**src/rtl/evdg_queue.sv**
```systemverilog
// ----------------------------------------------------------------------------
// evdg_queue
// Two-entry frame queue between accumulator and frame processor.
// ----------------------------------------------------------------------------
module evdg_queue #(
	parameter int W = 43
) (
	input  logic         clk,
	input  logic         arst_n,
	input  logic         push,
	input  logic [W-1:0] push_data,
	input  logic         pop,
	output logic [W-1:0] pop_data,
	output logic         full,
	output logic         empty
);

	logic [W-1:0] ent_q [2];
	logic         wp_q;
	logic         rp_q;
	logic [1:0]   n_q;

	assign full     = n_q == 2'd2;
	assign empty    = n_q == 2'd0;
	assign pop_data = ent_q[rp_q];

	// Store payload
	always_ff @(posedge clk) begin
		if (push) ent_q[wp_q] <= push_data;
	end

	// Advance pointers and occupancy
	always_ff @(posedge clk or negedge arst_n) begin
		if (!arst_n) begin
			wp_q <= 1'b0;
			rp_q <= 1'b0;
			n_q  <= 2'd0;
		end else begin
			if (push) wp_q <= !wp_q;
			if (pop)  rp_q <= !rp_q;
			n_q <= n_q + 2'(push) - 2'(pop);
		end
	end

endmodule

```
**config.mk**
```make
export PLATFORM = sky130hd
export DESIGN_NAME = evdg_queue
export DESIGN_NICKNAME = d
export VERILOG_FILES = /design/src/rtl/evdg_queue.sv
export SDC_FILE = /design/constraint.sdc
export NUM_CORES = 1
export LEC_CHECK = 0
export ABC_AREA = 1
export ABC_CLOCK_PERIOD_IN_PS = 3900
export BUFFER_PORTS_ARGS = -buffer_cell sky130_fd_sc_hd__buf_2
export CAP_MARGIN = 10
export CORE_MARGIN = 4
export CORE_UTILIZATION = 45
export DETAILED_ROUTE_END_ITERATION = 6
export PLACE_DENSITY = 0.67
export SYNTH_ARGS = -nofsm -noshare
export SYNTH_HDL_FRONTEND = slang
export SYNTH_SLANG_ARGS = --single-unit
export TNS_END_PERCENT = 10
```
**constraint.sdc**
```tcl
create_clock -name clk -period 3.9 [get_ports clk]
set_clock_uncertainty 0.2 [all_clocks]
set_input_delay 0.585 -clock clk [delete_from_list [all_inputs] [get_ports clk]]
set_output_delay 0.585 -clock clk [all_outputs]
set_load 0.05 [all_outputs]
```
After elaboration in Yosys (flattened, before gate mapping)
Memory sizes are Yosys's and may differ from the RTL's.
Index checks and enable logic that the tools add are counted.
- add/subtract/negate cells: 2
- eq/ne operators: 1
- mux-type cells: 2
- reductions and logical operators: 3
- operators with widths (operator ; number):
    adder 2 x 1 -> 2 bit ; 1
    equality test 2 bit, second input constant ; 1
    zero test 1 bit ; 2
    zero test 2 bit ; 1
    two-way mux 1 bit ; 2
    subtractor 2 x 1 -> 2 bit ; 1
- register bits after elaboration: 4
- bits in writable memories: 86
- bits of input ports: 47
- logic and storage cells: 12
- memories: 1
- memory list (name ; depth ; width ; rd ports ; clocked after memory_dff ; write ports ; line ; text):
    ent_q ; 2 ; 43 ; 1 ; 0 ; 1 ; 18 ; logic [W-1:0] ent_q [2];

Logic depth before layout (Yosys ltp)
Gate-level depths: netlist (run 1).
- word-level depth: 2
- depth in mapped cells: 7
- depth with buffers taken out: 7

Worst setup path before layout (run 1)
Ideal clock, no wire load.
- kind: input to register
- start point: input port push
- end point: memory ent_q[0][0], enable pin
- setup time: 444 ps
- data arrival time: 2433 ps
- required time: 3256 ps
- path slack: 823 ps
- cell stages on the path: 2
- path through: inv_1 -> nor2_1
- cells in the longest elaborated chain, start to end: 2
- ends and longest elaborated chain (what ; line ; text):
    start, declared ; 10 ; input logic push,
    two-way mux 1 bit ; 29 ; if (push) ent_q[wp_q] <= push_data;
    two-way mux 1 bit (implied by the code) ; 29 ;
    end, declared ; 18 ;
Every way passes these cells.

Worst setup path in the final report (run 1)
- start point: register rp_q
- end point: output port pop_data[13]
- cells in the longest elaborated chain, start to end: 1
- ends and longest elaborated chain (what ; line ; text):
    start, declared ; 20 ; logic rp_q;
    start signal, assigned ; 40 ; if (pop) rp_q <= !rp_q;
    memory read (2 x 43 bit) ; -- ;
    end, declared ; 13 ; output logic [W-1:0] pop_data,
Every way passes these cells.

==> results.ini, run 1 <==
[worst_setup_path]
critPathCaptureType = primary output
path_buf_inv = 2
path_cells = buf_4, nand2_1, o21ai_0, buf_2
slowest_stage = dfrtp_2
worstReg2RegEnd = ent_q[0][25]
cp-endpoint = pop_data[13]
crit_type = reg -> out
cp-startpoint = rp_q
arrival_ns = 1.96
timing.critical_path.depth = 4
crit_required_ns = 3.12
r2r_start = wp_q
r2r_cells = 2
crit_family = buffers and inverters
worstPathMaxFanout = 66
startpoint_type = flip-flop
r2r_setup_slack_ns = 1.91
slowest_delay_ns = 0.56

[place]
dp_hpwl_um = 3707
place.port_buffers = 91
gp_congestion = 0.7019

[route]
via_per_inst = 4.428
wl_um = 5605
wire_per_inst_um = 12.48
final_antenna_net_count = 0
drtIter0Drc = 60
drc_errors = 0
firstDrtPassIters = 4
vias = 1988

[logic_synthesis]
synth_cells = 249
ys_seq_area_frac = 0.7911
avgSynthCellArea_sq_um = 13.62
ys_warn_count = 0
synth-seq-cells = 90
syn_area_sq_um = 3391
syn_nets = 298
synthDistinctLibCells = 14

[clock_network]
numCtsBuffers = 9
htree_levels = 3
cts_tree = done
cts.sinks = 90
clk_pin_slew_ns = 0.09
clock_latency_ns = 0.34
post_cts_resized = 0
cts_buffer_depth = 2
cts.root.buffer_cell = clkbuf_8
cts_setup_buffers = 0

[min_path]
hp-class = in -> reg

[timing]
finalCriticalPeriod_ns = 2.742
relSlewSlack = 0.3737
slew_viol_final = 0
finalHoldViolCount = 0
fmax_mhz = 364.7
rsz0062_at_grt = false
setup_viol = 0
period_share = 0.7030
tightest_slew_ns = 0.9382
hold_ws_ns = 0.2177
tns_ns = 0

[layout]
syn_to_final_growth_pct = 23.32
fill_cells = 618
antenna_cells = 0
nNetsFinal = 394
postLayoutCoreUtil = 0.5734
multi_input_area_sq_um = 465.4
layout-drive-gt1-share = 0.3200
final-seq-area_sq_um = 2684

[job]
drv_cap = 0

[die]
core-area_sq_um = 7292
start_util = 0.4650
chipWidth_um = 94.81
die-height_um = 94.81
io_pins = 92
die_area_sq_um = 8988
rows = 31

[global_route]
grt_pass1_vias = 1970
grt_max_degree = 67
antenna_found_initial = 1
grt_usage = 0.1334
grt.overflow.total = 0
grt_pass1_wl_um = 8838

[power]
power_density_nw_per_um2 = 871.4
worst_ir_drop_vdd_mv = 0.4637
p_leak_nw = 1.819

[outcome]
status = finished, final reports clean

==> where the power goes <==
| part | internal, mW | switching [mW] | leakage (nW) | total, mW |
|---|---|---|---|---|
| sequential | 1.29 | 0.0761 | 0.853 | 1.36 |
| clock | 0.425 | 0.310 | 0.120 | 0.735 |
| combinational | 0.293 | 1.25 | 0.846 | 1.55 |
==> synth_stat cells <==
cell type | instances | area share
buf_4 | 1 | 0.0022
o21ai_0 | 38 | 0.056
edfxtp_1 | 86 | 0.76
nand3_1 | 1 | 0.0015
ha_1 | 2 | 0.0074
nor2_1 | 3 | 0.0033
inv_1 | 50 | 0.055
dfrtp_1 | 4 | 0.030
clkbuf_1 | 3 | 0.0033
nand2_1 | 49 | 0.054
xor2_1 | 2 | 0.0052
o21ai_1 | 5 | 0.0074
buf_6 | 3 | 0.010
buf_2 | 2 | 0.0030
==> layout make-up <==
type	count	area share
inverter	50	0.04488
clock buffer	9	0.02962
tap	99	0.02962
multi-input combinational	100	0.1113
clock inverter	7	0.02783
timing repair buffer	94	0.1149
sequential	90	0.6418
==> layer usage <==
| metal | vias up | track usage | wire [um] |
|---|---|---|---|
| met1 | 897 | 0.1425 | 2245 |
| met2 | 58 | 0.2337 | 2857 |
| li1 | 1018 | - | - |
| met4 | 2 | 0.07572 | 127 |
| met3 | 13 | 0.03984 | 366 |
| met5 | - | 0 | 8 |
==> logic make-up after synthesis <==
family                     synth area share
AOI/OAI and AO/OA                   0.06347
xor gates and xnor gates           0.005167
adders and majority gates          0.007379
buffers and inverters               0.07380
DFF                                  0.7911
and+or+nand+nor                     0.05904
==> worst min path at each step <==
stage	start	end	slack, ns	cells past startpoint
2_1_floorplan	arst_n	n_q[0]	0.09	0
3_3_place_gp	arst_n	n_q[0]	0.20	1
3_5_place_dp	arst_n	n_q[0]	0.19	1
4_1_cts	push_data[31]	ent_q[0][31]	0.19	1
5_1_grt	push_data[31]	ent_q[1][31]	0.20	1
6_report	push_data[31]	ent_q[0][31]	0.22	1
==> per-stage QoR <==
stage,instance area [sq um],setup WS [ns],std cells,total power [mW]
6_report,4182,1.158,449,3.644
5_1_grt,4182,0.9227,449,3.842
4_1_cts,4182,1.098,449,3.696
3_5_place_dp,3931,1.494,432,2.959
3_3_place_gp,3931,1.525,432,2.936
2_1_floorplan,3391,0.8225,249,2.623
==> worst register-to-register path: stages (launching register included) <==
cell and delay (ns):
dfrtp_1 0.44, nor2_4 0.62, buf_4 0.41
==> state kept, by name, summed over array words and instances (netlist names) <==
signal  flops
ent_q      86
rp_q        1
wp_q        1
n_q         2
==> cell usage in the layout (no fill, tap or decap) <==
cell,instances
clkbuf_8,9
dfrtp_2,1
buf_2,91
inv_6,1
inv_1,49
nor2_4,1
dlygate4sd3_1,1
clkinv_2,2
xor2_1,2
nand3_1,1
buf_4,2
dfrtp_1,3
o21ai_1,5
clkinvlp_4,1
bufinv_16,3
nand2_1,49
inv_2,1
ha_1,2
edfxtp_1,86
nor2_1,2
o21ai_0,38
==> timing repair <==
action / in CTS / in global routing
hold buffers: 1 / 0
endpoints found under the setup margin: 0 / 0
hold endpoints to repair: 4 / 0
(Power assumes the default switching activity.)
==> run 2: changes to the inputs <==
- ABC_CLOCK_PERIOD_IN_PS: 3900 -> 2500
- PLACE_DENSITY: 0.67 -> 0.7
- clock period: 3.9 -> 2.5 ns (I/O delays scaled with it)
==> run 2 against run 1 <==
  * Worst setup slack worse by 0.95 ns
  * Final cell count up 7.3%
  * Worst hold slack lost 0.20 ns
  * First-iteration DRC count up 110%
  * Total power rose by 62%
  * Global-route usage rose by 1.0 points
  * Combinational power is 59% higher
  * Critical path type unchanged
  * Largest power group unchanged
==> results.ini, run 2 (synthesis gave the netlist of run 1 again) <==
[outcome]
status = finished, final reports clean

[route]
drtIter0Drc = 128
via_per_inst = 4.376
firstDrtPassIters = 4
wl_um = 6084
drc_errors = 0
wire_per_inst_um = 12.62
vias = 2109
final_antenna_net_count = 0

[min_path]
hp-class = in -> reg
worstHoldEndpoint = ent_q[1][38]
holdPathStages = 1
hold_start = push_data[38]

[timing]
finalHoldViolCount = 0
setup_viol = 0
slew_viol_final = 0
tns_ns = 0
relSlewSlack = 0.7521
hold_ws_ns = 0.01870
period_share = 0.9177
fmax_mhz = 435.9
rsz0062_at_grt = false
tightest_slew_ns = 0.3718
finalCriticalPeriod_ns = 2.294

[power]
worst_ir_drop_vdd_mv = 0.7086
power_density_nw_per_um2 = 1299
p_leak_nw = 1.976

[place]
place.port_buffers = 91
dp_hpwl_um = 3877
placed_area_sq_um = 3974
gp_congestion = 0.6991

[clock_network]
numCtsBuffers = 9
htree_levels = 3
cts_buffer_depth = 2
cts_tree = done
clk_pin_slew_ns = 0.08
cts.sinks = 90
cts.root.buffer_cell = clkbuf_8
clock_latency_ns = 0.34

[layout]
biggestRegsByFlops = ent_q: 86 flops, n_q: 2 flops
top_register = ent_q
largest_reg_flops = 86
final_area_sq_um = 4542
fill_cells = 605
layout-drive-gt1-share = 0.3003
antenna_cells = 0
nNetsFinal = 427
layout_common_cells = 91 x buf_2, 86 x edfxtp_1, 49 x inv_1, 49 x nand2_1, 38 x o21ai_0
final_common_cell = buf_2
syn_to_final_growth_pct = 33.95

[die]
rows = 31
start_util = 0.4650
chipWidth_um = 94.81
die-height_um = 94.81
core-area_sq_um = 7292
die_area_sq_um = 8988
io_pins = 92

[worst_setup_path]
arrival_ns = 1.72
worstReg2RegEnd = ent_q[1][22]
path_cells = buf_12, o21ai_0, buf_2
slowest_delay_ns = 0.64
r2r_start = wp_q
worstPathMaxFanout = 40
startpoint_type = flip-flop
slowest_stage = dfrtp_4
crit_type = reg -> out
r2r_setup_slack_ns = 1.06
critPathCaptureType = primary output
r2r_cells = 3
crit_required_ns = 1.92

[job]
drv_cap = 0

[global_route]
antenna_found_initial = 0
grt.overflow.total = 0
grt_max_degree = 41
grt_usage = 0.1435
grt_pass1_wl_um = 9604
grt_pass1_vias = 2087

-- run 2: cell count changes in the layout (fill, tap and decap cells not counted) --
cell,delta
dlygate4sd3_1,+29
buf_4,+3
clkinv_2,-2
buf_12,+1
bufinv_16,+1
clkbuf_1,+1
clkinv_4,+1
clkinvlp_4,-1
dfrtp_2,-1
dfrtp_4,+1
-- run 2: final cells by class --
class	count	area, sq um	share of cell area
inverter	50	187.7	0.04132
multi-input combinational	100	465.4	0.1025
timing repair buffer	127	813.3	0.1791
tap	99	123.9	0.02727
clock inverter	6	137.6	0.03030
sequential	90	2686	0.5915
clock buffer	10	127.6	0.02810
-- run 2: worst max-delay path: cells and delay by family, from the launching register on --
family,cells,cell delay (ns)
AOI/OAI and AO/OA,1,0.20
DFF,1,0.64
buffers and inverters,2,0.53
-- run 2: timing repair --
action / 4_1_cts / 5_1_grt
resized for setup: 0 / 1
setup endpoints to repair: 0 / 24
hold endpoints to repair: 43 / 18
hold buffers: 21 / 9
setup buffers: 0 / 0
-- run 2: how the worst max path moves through the flow --
| stage | slack (ns) | from | cells after the start | to |
|---|---|---|---|---|
| 3_3_place_gp | 0.44 | rp_q | 4 | pop_data[30] |
| 4_1_cts | 0.05 | rp_q | 4 | pop_data[25] |
| 2_1_floorplan | 0.24 | rp_q | 2 | pop_data[10] |
| 3_5_place_dp | 0.44 | rp_q | 4 | pop_data[25] |
| 5_1_grt | 0.06 | rp_q | 3 | pop_data[25] |
| 6_report | 0.21 | rp_q | 3 | pop_data[25] |
-- run 2: per-layer routing --
layer | wire, um | up-vias | track usage
met5 | 0 | - | 0
met1 | 2413 | 957 | 0.1585
li1 | - | 1091 | -
met3 | 358 | 9 | 0.04143
met2 | 3206 | 52 | 0.2531
met4 | 106 | 0 | 0.06851
-- run 2: power breakdown --
group | total [mW] | switching, mW | internal, mW | leakage, nW
Combinational | 2.47 | 1.93 | 0.536 | 0.992
Sequential | 2.16 | 0.158 | 2.01 | 0.853
Clock | 1.26 | 0.493 | 0.771 | 0.131
Total | 5.90 | 2.59 | 3.31 | 1.98
-- run 2: through the flow --
step,setup WS (ns),utilization,power [mW],std cells
after floorplan,0.2408,-,4.090,249
after global placement,0.4432,0.5450,4.636,436
after detailed placement,0.4376,0.5450,4.673,436
after CTS,0.05380,0.6102,5.964,473
after global routing,0.06250,0.6229,6.221,482
final,0.2058,0.6229,5.899,482
