File: src/rtl/evdg_pkg.sv
// ----------------------------------------------------------------------------
// evdg_pkg
// Shared types, constants and helpers of the energy VAD duty governor.
// ----------------------------------------------------------------------------
package evdg_pkg;

	// Default geometry
	localparam int WIN_SECONDS_DEF       = 600;
	localparam int FRAMES_PER_SECOND_DEF = 50;
	localparam int ONSET_COUNT_DEF       = 3;
	localparam int MAX_FRAME_SAMPLES_DEF = 1024;

	// Fixed-point constants (Q16 dB, Q24 filter coefficients)
	localparam logic [18:0] DB_PER_OCT     = 19'd394566;
	localparam logic [25:0] LEVEL_OFFSET   = 26'd5918490;
	localparam logic [19:0] ALPHA_DOWN     = 20'd838861;
	localparam logic [19:0] ALPHA_UP       = 20'd8389;
	localparam logic signed [31:0] FLOOR_RESET = -32'sd3932160;
	localparam logic signed [33:0] THR_LO  = -34'sd3276800;
	localparam logic signed [33:0] THR_HI  = -34'sd1638400;
	localparam logic [23:0] SILENCE_MAX    = 24'hFFFFFF;
	localparam logic [4:0]  FRAME_MS       = 5'd20;
	localparam logic [4:0]  ADJUST_SECONDS = 5'd30;
	localparam int          MIN_FILL       = 60;
	localparam logic [9:0]  WARN_SECONDS   = 10'd600;
	localparam logic signed [4:0] DELTA_MAX = 5'sd12;
	localparam logic signed [4:0] DELTA_MIN = -5'sd3;
	localparam logic [9:0]  MARGIN_MIN     = 10'd6;

	// Configuration register indexes
	typedef enum logic [1:0] {
		REG_BASE_MARGIN = 2'd0,
		REG_HARDCLAMP   = 2'd1,
		REG_HANG        = 2'd2
	} cfg_idx_t;

	typedef struct packed {
		logic [7:0]  base_margin;
		logic        hardclamp;
		logic [15:0] hang;
	} cfg_t;

	// Frame processor states
	typedef enum logic [3:0] {
		S_IDLE,
		S_NORM,
		S_SQR,
		S_LEVEL,
		S_DB,
		S_IIRMUL,
		S_IIRADD,
		S_DECIDE,
		S_SEC_A,
		S_SEC_B,
		S_SEC_C,
		S_EMIT
	} back_state_t;

	// Effective margin: base plus governor delta, held in [6, base+12]
	function automatic logic [8:0] eff_margin(input logic [7:0] base,
			input logic signed [4:0] delta);
		logic signed [9:0] m;
		logic signed [9:0] hi;
		m  = $signed({2'b00, base}) + 10'(delta);
		hi = $signed({2'b00, base}) + 10'sd12;
		if (m < $signed(MARGIN_MIN)) m = $signed(MARGIN_MIN);
		if (m > hi) m = hi;
		return m[8:0];
	endfunction

endpackage

File: src/rtl/evdg_if.sv
// ----------------------------------------------------------------------------
// evdg_if
// Valid/ready channels for samples in and frame results out.
// ----------------------------------------------------------------------------
interface evdg_in_if;
	logic               valid;
	logic               ready;
	logic signed [15:0] sample;
	logic               frame_end;

	modport source (output valid, sample, frame_end, input ready);
	modport sink   (input valid, sample, frame_end, output ready);
endinterface


File: src/rtl/evdg_front.sv
// ----------------------------------------------------------------------------
// evdg_front
// Sample accumulator: sums magnitudes, hands each finished frame to the queue.
// ----------------------------------------------------------------------------
module evdg_front #(
	parameter int MAX_FRAME_SAMPLES = evdg_pkg::MAX_FRAME_SAMPLES_DEF,
	localparam int CNT_W = $clog2(MAX_FRAME_SAMPLES + 1)
) (
	input  logic               clk,
	input  logic               arst_n,
	evdg_in_if.sink            samples,
	input  logic               q_full,
	output logic               q_push,
	output logic [31:0]        q_sum,
	output logic [CNT_W-1:0]   q_cnt
);

	logic [31:0]      sum_q;
	logic [CNT_W-1:0] cnt_q;
	logic [16:0]      mag;
	logic             take;
	logic             room;

	// Stall everything while the queue holds no free slot
	assign samples.ready = !q_full;
	assign take = samples.valid && samples.ready;
	assign room = cnt_q < CNT_W'(MAX_FRAME_SAMPLES);

	// Magnitude of a two's complement sample
	assign mag = samples.sample[15] ? (17'h10000 - {1'b0, samples.sample})
	                                : {1'b0, samples.sample};

	// Frame totals including the current sample
	assign q_sum  = room ? sum_q + 32'(mag) : sum_q;
	assign q_cnt  = room ? cnt_q + CNT_W'(1) : cnt_q;
	assign q_push = take && samples.frame_end;

	// Accumulate, clear at frame end
	always_ff @(posedge clk or negedge arst_n) begin
		if (!arst_n) begin
			sum_q <= '0;
			cnt_q <= '0;
		end else if (take) begin
			if (samples.frame_end) begin
				sum_q <= '0;
				cnt_q <= '0;
			end else begin
				sum_q <= q_sum;
				cnt_q <= q_cnt;
			end
		end
	end

endmodule

File: src/flat_wrapper.sv
// flat-port wrapper written by rule: the top's interface ports become plain ports
module evdg_front_flat 
#(
	parameter int MAX_FRAME_SAMPLES = evdg_pkg::MAX_FRAME_SAMPLES_DEF,
	localparam int CNT_W = $clog2(MAX_FRAME_SAMPLES + 1)
)
  (clk, arst_n, q_full, q_push, q_sum, q_cnt, samples_valid, samples_sample, samples_frame_end, samples_ready);
  evdg_in_if samples_i ();
  input  logic clk;
  input  logic arst_n;
  input  logic q_full;
  output logic q_push;
  output logic [31:0] q_sum;
  output logic [CNT_W-1:0] q_cnt;
  input wire logic [$bits(samples_i.valid)-1:0] samples_valid;
  input wire logic [$bits(samples_i.sample)-1:0] samples_sample;
  input wire logic [$bits(samples_i.frame_end)-1:0] samples_frame_end;
  output wire logic [$bits(samples_i.ready)-1:0] samples_ready;
  assign samples_i.valid = samples_valid;
  assign samples_i.sample = samples_sample;
  assign samples_i.frame_end = samples_frame_end;
  assign samples_ready = samples_i.ready;
  evdg_front #(.MAX_FRAME_SAMPLES(MAX_FRAME_SAMPLES)) u_core (.clk(clk), .arst_n(arst_n), .samples(samples_i), .q_full(q_full), .q_push(q_push), .q_sum(q_sum), .q_cnt(q_cnt));
endmodule
File: config.mk
export PLATFORM = sky130hd
export DESIGN_NAME = evdg_front_flat
export DESIGN_NICKNAME = d
export VERILOG_FILES = /design/src/rtl/evdg_pkg.sv /design/src/rtl/evdg_if.sv /design/src/rtl/evdg_front.sv /design/src/flat_wrapper.sv
export SDC_FILE = /design/constraint.sdc
export NUM_CORES = 1
export LEC_CHECK = 0
export BUFFER_PORTS_ARGS = -buffer_cell sky130_fd_sc_hd__buf_2
export CAP_MARGIN = 25
export CELL_PAD_IN_SITES_DETAIL_PLACEMENT = 1
export CELL_PAD_IN_SITES_GLOBAL_PLACEMENT = 2
export CORE_MARGIN = 2
export CORE_UTILIZATION = 30
export CTS_BUF_LIST = sky130_fd_sc_hd__clkbuf_8
export DETAILED_ROUTE_END_ITERATION = 8
export PLACE_DENSITY = 0.77
export SLEW_MARGIN = 0
export SYNTH_ARGS = -nofsm -noshare
export SYNTH_HDL_FRONTEND = slang
export SYNTH_SLANG_ARGS = --single-unit
export TNS_END_PERCENT = 100
File: constraint.sdc
create_clock -name clk -period 14.55 [get_ports clk]
set_clock_uncertainty 0.15 [all_clocks]
set_input_delay 2.91 -clock clk [delete_from_list [all_inputs] [get_ports clk]]
set_output_delay 2.91 -clock clk [all_outputs]
set_load 0.005 [all_outputs]
# Word level (Yosys, flattened, before mapping)

Cells that the tools add are included.

Output and inout port bits: 45
Bits in registers: 43
Bits of input ports: 21

Reductions and logical operators: 3
$lt $le $gt $ge: 1
Mux-type cells: 5
Add/subtract/negate cells: 3

Operator list:

| operator                 | count |
|---|---|
| $mux W32                 | 2 |
| $add A32 B17 Y32         | 1 |
| $mux W11                 | 2 |
| $mux W17                 | 1 |
| $sub A17 B16 Y17 const A | 1 |
| $add A11 B1 Y11 const B  | 1 |
| $lt A11 B11 Y1 const B   | 1 |
| $logic_and A1 B1 Y1      | 2 |
| $logic_not A1 Y1         | 1 |

# Longest topological paths before layout

Depth after elaboration: 5
Depth in mapped cells: 16
Mapped depth without buffers: 14

# Least setup slack after synthesis

Ideal clock, no wire load.

Path kind: in2out
Start: in samples_sample[2]
End: out q_sum[23]
Path slack: 5.549 ns
Cell stages on the path: 16
Data arrival time: 5.941 ns
Required time: 11.490 ns
Path through: nor2_1 -> nand3_1 -> or4_1 -> or4_1 -> nand2_1 -> xnor2_1 -> ha_1 -> clkbuf_1 -> nand2_1 -> nor2_1 -> and3_1 -> a221o_1 -> a31oi_4 -> buf_6 -> nor3_1 -> xnor2_1

Word-level cells in the longest chain between the ends: 4

Ends and longest elaborated chain:

| element              | RTL line           | text |
|---|---|---|
| start: declaration   | flat_wrapper.sv:16 | `input wire logic [$bits(samples_i.sample)-1:0] samples_sample;` |
| $sub A17 B16 Y17     | evdg_front.sv:30   | `assign mag = samples.sample[15] ? (17'h10000 - {1'b0, samples.sample})` |
| $mux W17 (*)         | evdg_front.sv:30   |  |
| $add A32 B17 Y32 (*) | evdg_front.sv:34   | `assign q_sum = room ? sum_q + 32'(mag) : sum_q;` |
| $mux W32 (*)         | evdg_front.sv:34   |  |
| end: declaration     | flat_wrapper.sv:13 | `output logic [31:0] q_sum;` |

Mark *: on every way between the ends. The rest lies on a longest branch, timed or not.

# Final worst setup path

Start: in samples_sample[2]
End: out q_sum[22]

Same word-level chain as after synthesis.

==> results.yml <==
power:
  ir_worst_vdd_uv: 54.7
  power-per-cell-area_nw_per_um2: 139
  leakagePower_nw: 1.91
min_path:
  hp-class: "flip-flop to flip-flop"
synthesis:
  ys_seq_area_share_pct: 29.5
  synth_warnings: 0
  synth_top_area_share_pct: 29.5
  synth_simple_gate_area_share_pct: 21.7
  async_flop_share_pct: 100
  yosysUniqueCellTypes: 55
  syn_area_um2: 3650
  synth.mux.area_fraction_pct: 0.891
  yosys_most_used_dff: "dfrtp_1"
  synth_top_family_by_area: "compound AO/OA/AOI/OAI gates"
  syn_avg_cell_area_um2: 8.06
  synth_edf_count: 0
  synth_compound_area_share_pct: 24.3
  netlist_instances: 453
  yosys.area.top_type: "dfrtp_1"
  synth-xor-area-share_pct: 12.0
  synth_area_leaders: "dfrtp_1 (29%), xnor2_1 (8.4%), nand2_1 (7.3%)"
  synthAdderAreaFrac_pct: 7.06
  ys_seq_elements: 43
  synth_nets: 494
timing:
  whs_ns: 0.373
  tns_ns: 0
  tightest_slew_ns: 1.03
  max_freq_mhz: 103
  drv_slew: 0
  fin_crit_sh_pct: 66.7
  rsz0062_at_grt: "no"
  slew_headroom_pct: 30.8
  setup_viol: 0
  hold_violations: 0
  period_needed_ns: 9.70
clocking:
  path_clk_slew_ns: 0.09
  hold_buffers: 0
  root_buffer: "clkbuf_8"
  ctsResizeCount: 0
  cts_tree: "built"
  htree_levels: 2
  cts_buffers: 5
  cts_setup_buffers: 0
  clock_sinks: 43
  clockBufferDepth: 2
  clock_latency_ns: 0.31
grt:
  grt_use_met1_pct: 22.0
  grtUsageMet3_pct: 2.59
  grt_pass1_vias: 3657
  grt_max_degree: 44
  antenna_found_initial: 0
  grt_pass1_wl_um: 17800
  track_usage_pct: 16.9
  busiest_layer: "met2"
  use_met2_pct: 29.3
  gr-total-overflow: 0
placement:
  postPlaceCellArea_um2: 4110
  io_buffer_count: 65
  dpl.hpwl_um: 8110
  globalplace.congestion: 0.792
  dp_cells: 650
final_layout:
  stdcell_count: 657
  areaGrowthSynthToFinish_pct: 15.0
  nFillCells: 1459
  nets: 551
  postLayoutCoreUtil_pct: 35.1
  multi_input_area_um2: 2410
  diodes: 0
  drive_gt1_share_pct: 16.3
  register_area_um2: 1080
  fin_area_um2: 4200
job:
  cap_viol_max_count: 0
worst_setup_path:
  slowest_stage: "a311oi_1"
  worst-setup-path-type: "input port to output pin"
  cp_cell_sequence: "buf_2 -> nor2_1 -> nand3_1 -> or4_1 -> or4_1 -> nor4b_1 -> ha_1 -> a21o_1 -> a21o_1 -> a21oi_1 -> a311oi_1 -> nand2_1 -> xnor2_1 -> buf_2"
  cp_max_fo: 6
  required_ns: 11.49
  crit_path_max_incr_delay_ns: 0.61
  arrival_ns: 6.64
  end_kind: "output pin"
  cp-start-kind: "input port"
route:
  route.vias.total: 3531
  drc: 0
  routedWlPerCell_um: 16.5
  vias_per_cell: 5.37
  first_pass_iters: 4
  ant_nets: 0
  drt-initial-drc-count: 106
  wl_um: 10900
floorplan:
  rows: 40
  fp.dieW_um: 114
  die_h_um: 114
  boundaryPins: 66
  initial_core_util_pct: 30.5
  dieArea_um2: 13100
  coreArea_um2: 12000
status:
  status: "finished, final reports clean"
registers in the layout, indices dropped and copies added (netlist names):
signal        count
u_core.sum_q     32
u_core.cnt_q     11
area by class of cell:
cell class | instances | area share (%)
Tap cell | 147 | 4.38
Multi-Input combinational cell | 369 | 57.5
Sequential cell | 43 | 25.6
Clock buffer | 6 | 1.97
Timing Repair Buffer | 69 | 8.46
Inverter | 22 | 1.97
Clock inverter | 1 | 0.119
where the power goes:
| part | switching, W | internal [W] | total (W) |
|---|---|---|---|
| clock network | 0.0000486 | 0.0000375 | 0.0000861 |
| logic | 0.000187 | 0.000138 | 0.000325 |
| registers | 0.0000255 | 0.000145 | 0.000170 |
cells in the mapped netlist, drive strengths merged, types with 5 or more instances:
cell type,instances
dfrtp,43
nand3,7
nor2b,6
a22o,11
o311ai,9
clkbuf,16
or4,12
ha,19
and3,7
a21oi,19
nand4,5
inv,22
a21o,8
o31ai,10
nand2,71
xnor2,35
o21ai,51
nand2b,7
nor2,21
xor2,15
nor3,7
worst paths after layout:
check,start,to,slack (ns),cells after the start
setup / recovery,samples_sample[2],q_sum[22],4.85,14
hold / removal,u_core.sum_q[16]$_DFFE_PN0P_,u_core.sum_q[16]$_DFFE_PN0P_,0.37,2
setup reg to reg,u_core.sum_q[0]$_DFFE_PN0P_,u_core.sum_q[30]$_DFFE_PN0P_,11.20,10
hold reg to reg,u_core.sum_q[16]$_DFFE_PN0P_,u_core.sum_q[16]$_DFFE_PN0P_,0.37,2
max in group asynchronous,arst_n,u_core.sum_q[14]$_DFFE_PN0P_,11.28,2
min in group asynchronous,arst_n,u_core.sum_q[29]$_DFFE_PN0P_,2.52,2
worst max-delay path, delay by kind of cell:
| kind | cells | cell delay, ns |
|---|---|---|
| buffers and inverters | 2 | 0.27 |
| adder cells (fa/ha/maj) | 1 | 0.35 |
| AO/OA/AOI/OAI | 4 | 0.99 |
| AND/OR/NAND/NOR | 6 | 1.88 |
| XOR/XNOR | 1 | 0.24 |
layout by cell type (no fill, tap or decap), types with 3 or more instances in the layout:
| master | n |
|---|---|
| inv_1 | 22 |
| buf_4 | 4 |
| xor2_1 | 15 |
| and3_1 | 7 |
| nand2b_1 | 7 |
| nand2_1 | 71 |
| o311ai_1 | 7 |
| o31ai_1 | 10 |
| nor2b_1 | 6 |
| nor4_1 | 3 |
| buf_2 | 65 |
| nand3_1 | 7 |
| a21o_1 | 8 |
| xnor2_1 | 35 |
| o21ai_1 | 4 |
| nor3_1 | 7 |
| nand4_1 | 5 |
| o41ai_1 | 3 |
| o21a_1 | 4 |
| a31oi_1 | 3 |
| nor2_1 | 21 |
| dfrtp_1 | 43 |
| clkbuf_8 | 6 |
| a21oi_1 | 19 |
| and2_1 | 3 |
| or4_1 | 12 |
| ha_1 | 19 |
| o21ai_0 | 47 |
| a22o_1 | 11 |
per-stage QoR:
step                      power (W)  worst slack (ns)
after global placement     0.000495              4.93
after global routing       0.000633              4.52
final                      0.000582              4.85
after detailed placement   0.000501              4.81
after floorplan            0.000386              5.55
after CTS                  0.000590              4.79
logic make-up after synthesis:
group,count (synthesis)
AOI/OAI and AO/OA,134
xor gates and xnor gates,50
adders and majority gates,20
buffers and inverters,41
DFF,43
muxes,3
other,1
and+or+nand+nor,161
layer usage:
layer | part of all wire [%] | vias to the layer above
li1 | - | 1739
met1 | 48 | 1726
met4 | 1.1 | 0
met5 | 0 | -
met2 | 48 | 58
met3 | 3.4 | 8
No activity file was read; power rests on OpenSTA's default activity.
